## src/sv/qph_pkg.sv

```systemverilog
// Package for the quantized patch hash block: constants and sequencer state type.
// No dependencies.
package qph_pkg;

   localparam logic [63:0] SEED_VALUE  = 64'h9e37_79b9_7f4a_7c15;
   localparam logic [63:0] ADD_VALUE   = 64'h517c_c1b7_2722_0a95;
   localparam logic [63:0] MIX_MUL_A   = 64'hff51_afd7_ed55_8ccd;
   localparam logic [63:0] MIX_MUL_B   = 64'hc4ce_b9fe_1a85_ec53;
   localparam logic [31:0] QUANT_ERROR = 32'h8000_0000;

   localparam int MIX_SHIFT = 33;
   localparam int ROT_LEFT  = 13;
   localparam int ROT_RIGHT = 51;

   // exponent landmarks for x*128 conversion
   localparam logic [7:0] EXP_SPECIAL = 8'hff;
   localparam logic [7:0] EXP_UNITY   = 8'd143;
   localparam logic [7:0] EXP_MAX     = 8'd151;
   localparam logic [7:0] EXP_MIN     = 8'd118;

   localparam logic [1:0] MUL_LAST_STEP = 2'd2;

   typedef enum logic [5:0] {
      ST_IDLE  = 6'b000001,
      ST_QUANT = 6'b000010,
      ST_MUL   = 6'b000100,
      ST_SHIFT = 6'b001000,
      ST_FOLD  = 6'b010000,
      ST_EMIT  = 6'b100000
   } state_type;

endpackage

```

## src/sv/quantized_patch_hash_top.sv

```systemverilog
// Quantized patch hash: float32 samples quantized, mixed and folded into a 64-bit patch hash.
// Depends on qph_pkg. One shared 32x32 multiplier builds each 64-bit product in 3 steps.
// One sample at a time: req_stall is high from acceptance until the sequencer is back in idle.
// Each sample is quantized, goes through two multiply/xorshift rounds and is folded; a last
// sample then runs two more rounds and waits in emit while a stalled result is held. The rate
// is set by the shared multiplier loop.
// Reset: synchronous, clears the sequencer and result valid and loads the seed.
module quantized_patch_hash_top (
   input  logic        clock,
   input  logic        reset,
   input  logic        req_valid,
   output logic        req_stall,
   input  logic [31:0] req_sample_bits,
   input  logic        req_is_last,
   output logic        rsp_valid,
   input  logic        rsp_stall,
   output logic [63:0] rsp_patch_hash
);

   qph_pkg::state_type state_ff, state_in;
   logic [63:0] run_ff, run_in;
   logic [63:0] x_ff, x_in;
   logic [63:0] acc_ff, acc_in;
   logic [31:0] sample_ff, sample_in;
   logic        last_ff, last_in;
   logic        final_ff, final_in;
   logic        mulb_ff, mulb_in;
   logic [1:0]  step_ff, step_in;
   logic        rsp_valid_ff, rsp_valid_in;
   logic [63:0] rsp_hash_ff, rsp_hash_in;

   // quantizer
   logic        sign_w, err_w, zero_w, up_w;
   logic [7:0]  expo_w;
   logic [23:0] sig_w;
   logic [3:0]  lsh_w;
   logic [4:0]  rsh_w;
   logic [31:0] mag_w, rmag_w, rem_w, half_w, q_w;
   logic [63:0] v_w;

   always_comb begin
      sign_w = sample_ff[31];
      expo_w = sample_ff[30:23];
      sig_w  = {1'b1, sample_ff[22:0]};
      lsh_w  = 4'(expo_w - qph_pkg::EXP_UNITY);
      rsh_w  = 5'(qph_pkg::EXP_UNITY - expo_w);
      rmag_w = {8'd0, sig_w} >> rsh_w;
      rem_w  = {8'd0, sig_w} & ((32'd1 << rsh_w) - 32'd1);
      half_w = 32'd1 << (rsh_w - 5'd1);
      up_w   = (rem_w > half_w) || ((rem_w == half_w) && rmag_w[0]);
      err_w  = (expo_w == qph_pkg::EXP_SPECIAL) || (expo_w > qph_pkg::EXP_MAX);
      zero_w = (expo_w < qph_pkg::EXP_MIN);
      if (expo_w >= qph_pkg::EXP_UNITY) begin
         mag_w = {8'd0, sig_w} << lsh_w;
      end else begin
         mag_w = rmag_w + {31'd0, up_w};
      end
      if (sign_w && (mag_w > qph_pkg::QUANT_ERROR)) err_w = 1'b1;
      if (!sign_w && mag_w[31]) err_w = 1'b1;
      priority if (err_w) begin
         q_w = qph_pkg::QUANT_ERROR;
      end else if (zero_w) begin
         q_w = 32'd0;
      end else if (sign_w) begin
         q_w = 32'd0 - mag_w;
      end else begin
         q_w = mag_w;
      end
      v_w = {32'd0, q_w} + qph_pkg::ADD_VALUE;
   end

   // shared multiplier, low 64 bits of x * const over three partial products
   logic [63:0] const_w;
   logic [31:0] opa_w, opb_w;
   logic [63:0] prod_w;

   always_comb begin
      const_w = mulb_ff ? qph_pkg::MIX_MUL_B : qph_pkg::MIX_MUL_A;
      unique case (step_ff)
         2'd0: begin
            opa_w = x_ff[31:0];
            opb_w = const_w[31:0];
         end
         2'd1: begin
            opa_w = x_ff[31:0];
            opb_w = const_w[63:32];
         end
         default: begin
            opa_w = x_ff[63:32];
            opb_w = const_w[31:0];
         end
      endcase
      prod_w = {32'd0, opa_w} * {32'd0, opb_w};
   end

   logic [63:0] fold_w;
   logic [63:0] xs_acc_w;

   always_comb begin
      fold_w   = run_ff ^ x_ff;
      fold_w   = (fold_w << qph_pkg::ROT_LEFT) | (fold_w >> qph_pkg::ROT_RIGHT);
      xs_acc_w = acc_ff ^ (acc_ff >> qph_pkg::MIX_SHIFT);
   end

   always_comb begin
      state_in     = state_ff;
      run_in       = run_ff;
      x_in         = x_ff;
      acc_in       = acc_ff;
      sample_in    = sample_ff;
      last_in      = last_ff;
      final_in     = final_ff;
      mulb_in      = mulb_ff;
      step_in      = step_ff;
      rsp_valid_in = rsp_valid_ff && rsp_stall;
      rsp_hash_in  = rsp_hash_ff;
      unique case (state_ff)
         qph_pkg::ST_IDLE: begin
            if (req_valid) begin
               sample_in = req_sample_bits;
               last_in   = req_is_last;
               state_in  = qph_pkg::ST_QUANT;
            end
         end
         qph_pkg::ST_QUANT: begin
            x_in     = v_w ^ (v_w >> qph_pkg::MIX_SHIFT);
            mulb_in  = 1'b0;
            final_in = 1'b0;
            step_in  = 2'd0;
            state_in = qph_pkg::ST_MUL;
         end
         qph_pkg::ST_MUL: begin
            if (step_ff == 2'd0) begin
               acc_in = prod_w;
            end else begin
               acc_in = acc_ff + {prod_w[31:0], 32'd0};
            end
            if (step_ff == qph_pkg::MUL_LAST_STEP) begin
               step_in  = 2'd0;
               state_in = qph_pkg::ST_SHIFT;
            end else begin
               step_in = step_ff + 2'd1;
            end
         end
         qph_pkg::ST_SHIFT: begin
            x_in = xs_acc_w;
            priority if (!mulb_ff) begin
               mulb_in  = 1'b1;
               state_in = qph_pkg::ST_MUL;
            end else if (final_ff) begin
               state_in = qph_pkg::ST_EMIT;
            end else begin
               state_in = qph_pkg::ST_FOLD;
            end
         end
         qph_pkg::ST_FOLD: begin
            if (last_ff) begin
               x_in     = fold_w ^ (fold_w >> qph_pkg::MIX_SHIFT);
               final_in = 1'b1;
               mulb_in  = 1'b0;
               state_in = qph_pkg::ST_MUL;
            end else begin
               run_in   = fold_w;
               state_in = qph_pkg::ST_IDLE;
            end
         end
         qph_pkg::ST_EMIT: begin
            if (!rsp_valid_ff || !rsp_stall) begin
               rsp_valid_in = 1'b1;
               rsp_hash_in  = x_ff;
               run_in       = qph_pkg::SEED_VALUE;
               final_in     = 1'b0;
               state_in     = qph_pkg::ST_IDLE;
            end
         end
         default: state_in = qph_pkg::ST_IDLE;
      endcase
   end

   always_ff @(posedge clock) begin
      if (reset) begin
         state_ff     <= qph_pkg::ST_IDLE;
         run_ff       <= qph_pkg::SEED_VALUE;
         final_ff     <= 1'b0;
         mulb_ff      <= 1'b0;
         step_ff      <= 2'd0;
         rsp_valid_ff <= 1'b0;
      end else begin
         state_ff     <= state_in;
         run_ff       <= run_in;
         final_ff     <= final_in;
         mulb_ff      <= mulb_in;
         step_ff      <= step_in;
         rsp_valid_ff <= rsp_valid_in;
      end
   end

   always_ff @(posedge clock) begin
      x_ff        <= x_in;
      acc_ff      <= acc_in;
      sample_ff   <= sample_in;
      last_ff     <= last_in;
      rsp_hash_ff <= rsp_hash_in;
   end

   assign req_stall      = (state_ff != qph_pkg::ST_IDLE);
   assign rsp_valid      = rsp_valid_ff;
   assign rsp_patch_hash = rsp_hash_ff;

endmodule

```

## config.mk

```make
export PLATFORM = sky130hd
export DESIGN_NAME = quantized_patch_hash_top
export DESIGN_NICKNAME = d
export VERILOG_FILES = /design/src/sv/qph_pkg.sv /design/src/sv/quantized_patch_hash_top.sv
export SDC_FILE = /design/constraint.sdc
export NUM_CORES = 2
export LEC_CHECK = 0
export ABC_AREA = 1
export BUFFER_PORTS_ARGS = -buffer_cell sky130_fd_sc_hd__buf_4
export CORE_ASPECT_RATIO = 1.1
export CORE_MARGIN = 5
export CORE_UTILIZATION = 57
export CTS_CLUSTER_SIZE = 25
export DETAILED_ROUTE_END_ITERATION = 16
export PLACE_DENSITY = 0.81
export SLEW_MARGIN = 25
export SYNTH_ARGS = -nofsm -noshare
export SYNTH_HDL_FRONTEND = slang
export SYNTH_SLANG_ARGS = --single-unit
```

## constraint.sdc

```tcl
create_clock -name clock -period 12.9 [get_ports clock]
set_clock_uncertainty 0.05 [all_clocks]
set_input_delay 1.935 -clock clock [delete_from_list [all_inputs] [get_ports clock]]
set_output_delay 1.935 -clock clock [all_outputs]
set_load 0.05 [all_outputs]
```

* After elaboration in Yosys (flattened, before gate mapping)
Cells that the tools add are included. W data, S select, Z words.
Operators by class: $mul 1, muxes and demuxes 31, order comparisons 5, bitwise logic cells 6, equality and inequality tests 16, reductions and logical operators 22, add/subtract/negate cells 9, shift operators 4
Operators by type and width (count):
- $mux W64 | 4
- $mux W32 | 6
- $pmux W64 S3 | 1
- $xor A64 B31 Y64 | 3
- $pmux W64 S2 | 1
- $add A32 B63 Y64 const B | 1
- $add A64 B64 Y64 | 1
- $mul A32 B32 Y64 | 1
- $or A64 B13 Y64 | 1
- $shl A1 B5 Y32 const A | 2
- $xor A64 B64 Y64 | 1
- $mux W62 | 1
- $pmux W6 S6 | 1
- $add A32 B1 Y32 | 1
- $and A24 B32 Y32 | 1
- $eq A32 B32 Y1 | 1
- $gt A32 B32 Y1 | 1
- $gt A32 B32 Y1 const B | 1
- $shl A24 B4 Y32 | 1
- $shr A24 B5 Y32 | 1
- $sub A1 B32 Y32 const A | 1
- $sub A32 B1 Y32 const B | 1
- $mux W6 | 5
- $ne A2 B2 Y1 const B | 5
- 31 further kinds | 51
Word-level totals: register bits 300, word-level logic and storage cells 105, input bits 37

* Depth between registers and ports, before layout
word-level depth 17, depth in mapped cells 57

* Worst setup path after synthesis
OpenSTA, ideal clock, no wires.
path kind register -> register, start point register step_ff[1], end point register acc_ff[60] (data pin), setup slack 3.636 ns, required time 12.587 ns, period minus slack after synthesis 9.264 ns, data arrival time 8.951 ns, cell stages (with the launch flop) 35, library setup time 0.263 ns, path through dfxtp_1 clkbuf_1 nor2_1 clkinv_1 ha_1 clkbuf_1 clkbuf_1 nor2_1 fa_1 fa_1 inv_1 fa_1 inv_1 fa_1 fa_1 inv_1 fa_1 fa_1 fa_1 inv_1 ha_1 a21oi_1 o21a_1 a21boi_0 xnor2_1 ha_1 nand2_1 o311ai_0 a21oi_1 o21ai_0 nand3_1 nand2_1 a21oi_1 o21ai_0 o21ai_0
On the way: word-level cells in the longest chain between the ends 6, elaborated cells on any way between the ends 8, classes of those cells 1 x add/sub; 1 x mul; 1 x eq/ne; 3 x mux; 2 x reduce/logical
RTL lines:
- start, declared | RTL line quantized_patch_hash_top.sv:28 | logic [1:0] step_ff, step_in;
- start signal, assigned | RTL line quantized_patch_hash_top.sv:193 | step_ff <= step_in;
- $eq A2 B1 Y1 or $logic_not A2 Y1 (tied branches) | RTL line quantized_patch_hash_top.sv:79, quantized_patch_hash_top.sv:133
- $reduce_or A2 Y1 (no source line)
- $mux W32 | RTL line quantized_patch_hash_top.sv:79 | unique case (step_ff)
- $mul A32 B32 Y64 | RTL line quantized_patch_hash_top.sv:93 | prod_w = {32'd0, opa_w} * {32'd0, opb_w};
- $add A64 B64 Y64 | RTL line quantized_patch_hash_top.sv:136 | acc_in = acc_ff + {prod_w[31:0], 32'd0};
- $mux W64 (*) | RTL line quantized_patch_hash_top.sv:133 | if (step_ff == 2'd0) begin
- end signal, assigned | RTL line quantized_patch_hash_top.sv:200 | acc_ff <= acc_in;
- end, declared | RTL line quantized_patch_hash_top.sv:23 | logic [63:0] acc_ff, acc_in;
Every way passes the cells marked *; elsewhere a longest branch is shown, timed or not. A chain may end at the register's enable or synchronous reset.

* Worst setup path in the final report
Ends and elaborated chain as after synthesis.

==> reports/metrics.csv <==
metric,value,unit
Die Wd,294.0,um
GRT busiest layer,met2,
Starting Density,57.48,%
ant diodes,0,
post-synthesis mux area share,0.09893,%
antenna violations before repair,2,
"most used cell, CP",fa_1,
Final ANT Viol Nets,0,
unique cell type count in the Yosys netlist,67,
crit path max fanout,35,
Post-Synth Adder-Cell Area,43.29,%
Synth Area in Compound Gates,7.205,%
final setup TNS,0,ns
cell count after synthesis,6019,
grt met1 use,47.06,%
total core area,0.08801,sq mm
FF-to-FF Start,step_ff[1],
vias per cell,5.893,
CTS Buf Count,29,
max-slew violations,0,
"Arr. time, crit path",11.52,ns
"count leader, synth",inv_1,
Post-Synth XOR/XNOR Area,3.183,%
Worst Hold Path EP,state_ff[4],
crit path launch type,flop,
register area,0.008258,sq mm
register area share after synthesis,16.32,%
WHS Path Cells,1,
simple-gate portion of the synthesized area,18.42,%
Vias,42680,
status,"finished, final reports clean",
Global Route met3 Usage,7.967,%
drt wl/cell,24.01,um
initial DRC count,4779,
Fill cells,7695,
Final period util,87.15,%
Longest Clk Path Bufs,3,
Post-Place Setup Slack,2.046,ns
Required @ worst endpoint,13.18,ns
DRC Markers,0,
top cell type's share of synthesized area,34.19,%
worst hold start,final_ff,
vias in the first global route,43190,
R2R Path End,acc_ff[60],
post-layout worst setup margin,1.658,ns
worst hold slack,0.4231,ns
met2 Track Usage GR,56.59,%
pin count of the biggest net entering global routing,66,
synth cell count leaders,"inv_1, nand2_1, fa_1, nor2_1, ha_1",
setup repair bufs after CTS,0,
Multi-input gate area,0.03662,sq mm
gr ovfl total,0,
final setup violation count,0,
cts repair resizes,0,
Post-synth EDFFs,225,
Fmax,0.08895,GHz
dominant synthesized flop cell,edfxtp_1,
Hold Buf Count CTS,0,
Hold Crit Class,flop to flop,
Crit path buffers/inverters,5,
yosys warns,0,
ys async rst share,0,%
register clock-pin slew on the reported worst setup and hold paths,0.07,ns
MaxCap Viol Count,0,
worst skew pair latency,0.61,ns
die area,0.09481,sq mm
synthesized area per cell,8.405,sq um
overall routed net length,173.9,mm
share of cells above drive strength 1,7.151,%
RSZ-0062 raised after global routing,no,
R2R cell count,33,
Final Hold Vio Count,0,
Tot GR Track Use,36.64,%
first-pass GRT wire length,262.4,mm
Synth area leaders,"fa_1, edfxtp_1, inv_1",
CTS tree,yes,
nets@finish,7329,
Port Buffers,102,
"area leader, netlist",fa_1,
Slew headroom,24.22,%
Worst path max stage delay,0.66,ns
placer congestion estimate,1.086,
mapped cell area,0.05059,sq mm
clk sinks,300,
Top Ports,103,
root buffer cell,clkbuf_16,
design area,0.05365,sq mm
main combinational cell family by area after synthesis,adder cells,
TritonRoute pass-1 iters,6,
placed cell area,0.05267,sq mm
critical path class,flop to flop,
site row count,114,
Critical-path top delay cell,nor2_1,
H-tree depth,1,
register-to-register setup slack,1.66,ns
DPL Wire Length,147.5,mm
Area Overhead vs Synth,6.045,%
die span in y,322.5,um
clock period minus worst slack,11.24,ns
CP top delay family,adder cells,
syn_nets,7288,
#FFs+latches synth,300,
Critical Path End Type,flop,
Worst-Margin Slew,1.137,ns
registers in the layout, indices dropped and copies added, names as in the netlist:
register and flops:
acc_ff 64, step_ff 2, last_ff 1, state_ff 6, rsp_valid 1, mulb_ff 1
x_ff 64, final_ff 1, run_ff 64, sample_ff 32, rsp_patch_hash 64
worst max-delay path by stage:
stage,depth (start not counted),startpoint,end
after floorplan,34,step_ff[1],acc_ff[60]
after global placement,32,step_ff[1],acc_ff[44]
after detailed placement,33,step_ff[1],acc_ff[60]
after CTS,33,step_ff[1],acc_ff[60]
after global routing,36,step_ff[1],acc_ff[60]
final,33,step_ff[1],acc_ff[60]
area by class of cell:
type	instances	area share, %
Clock inverter	16	0.3335
Inverter	1354	9.483
Multi-Input combinational cell	4208	68.26
Timing Repair Buffer	167	2.337
Tap cell	1160	2.706
Clock buffer	38	1.490
Sequential cell	300	15.39
worst register-to-register path: cells and delay by family, from the launching register on:
| kind | cells | cell delay [ns] |
|---|---|---|
| XOR/XNOR | 1 | 0.23 |
| flip-flops | 1 | 0.31 |
| AO/OA/AOI/OAI | 10 | 3.06 |
| AND/OR/NAND/NOR | 6 | 1.19 |
| buffers and inverters | 5 | 1.23 |
| adder cells (fa/ha/maj) | 11 | 4.91 |
kinds of logic (layout without fill, tap and decap cells):
group / count (synthesis) / count (layout)
adder cells (fa/ha/maj): 1232 / 1232
multiplexers: 5 / 5
other: 1 / 1
flip-flops: 300 / 300
AND/OR/NAND/NOR: 2143 / 2143
AO/OA/AOI/OAI: 644 / 644
buffers and inverters: 1511 / 1575
XOR/XNOR: 183 / 183
metrics by stage:
stage	std cells	util, %
finish	7243	60.96
global route	7243	60.96
CTS	7243	60.96
detailed placement	7189	59.84
global placement	7189	59.84
floorplan	6019	-
placed cells by master, fill, tap and decap left out, types with 10 or more instances in the layout:
master and count:
nor2_2 29, xor2_1 78, a22oi_1 11, clkbuf_16 29
o21ai_2 10, nor2_4 24, dfxtp_1 75, clkinv_1 10
o21ai_1 30, o21a_1 16, inv_2 26, o22ai_1 14
nor2_1 639, a21boi_0 10, o21bai_1 12, a31oi_1 16
nand3b_1 12, o211ai_1 43, buf_4 167, nand3_1 317
nor3_1 31, a21oi_1 187, nand3_2 10, nand2_2 41
nand2_1 909, nand4_1 40, fa_1 864, o21ai_0 255
or2_2 59, ha_1 367, inv_1 1317, edfxtp_1 225
xnor2_1 104
layer usage:
layer,part of all wire [%],wire length (um)
met5,0.016,27
met4,8.7,15180
met3,11,18710
met2,44,77030
met1,36,62940
Power is left out: the tool's default activity adds up to more than one toggle a clock period on the data nets, which glitch-free logic cannot reach.
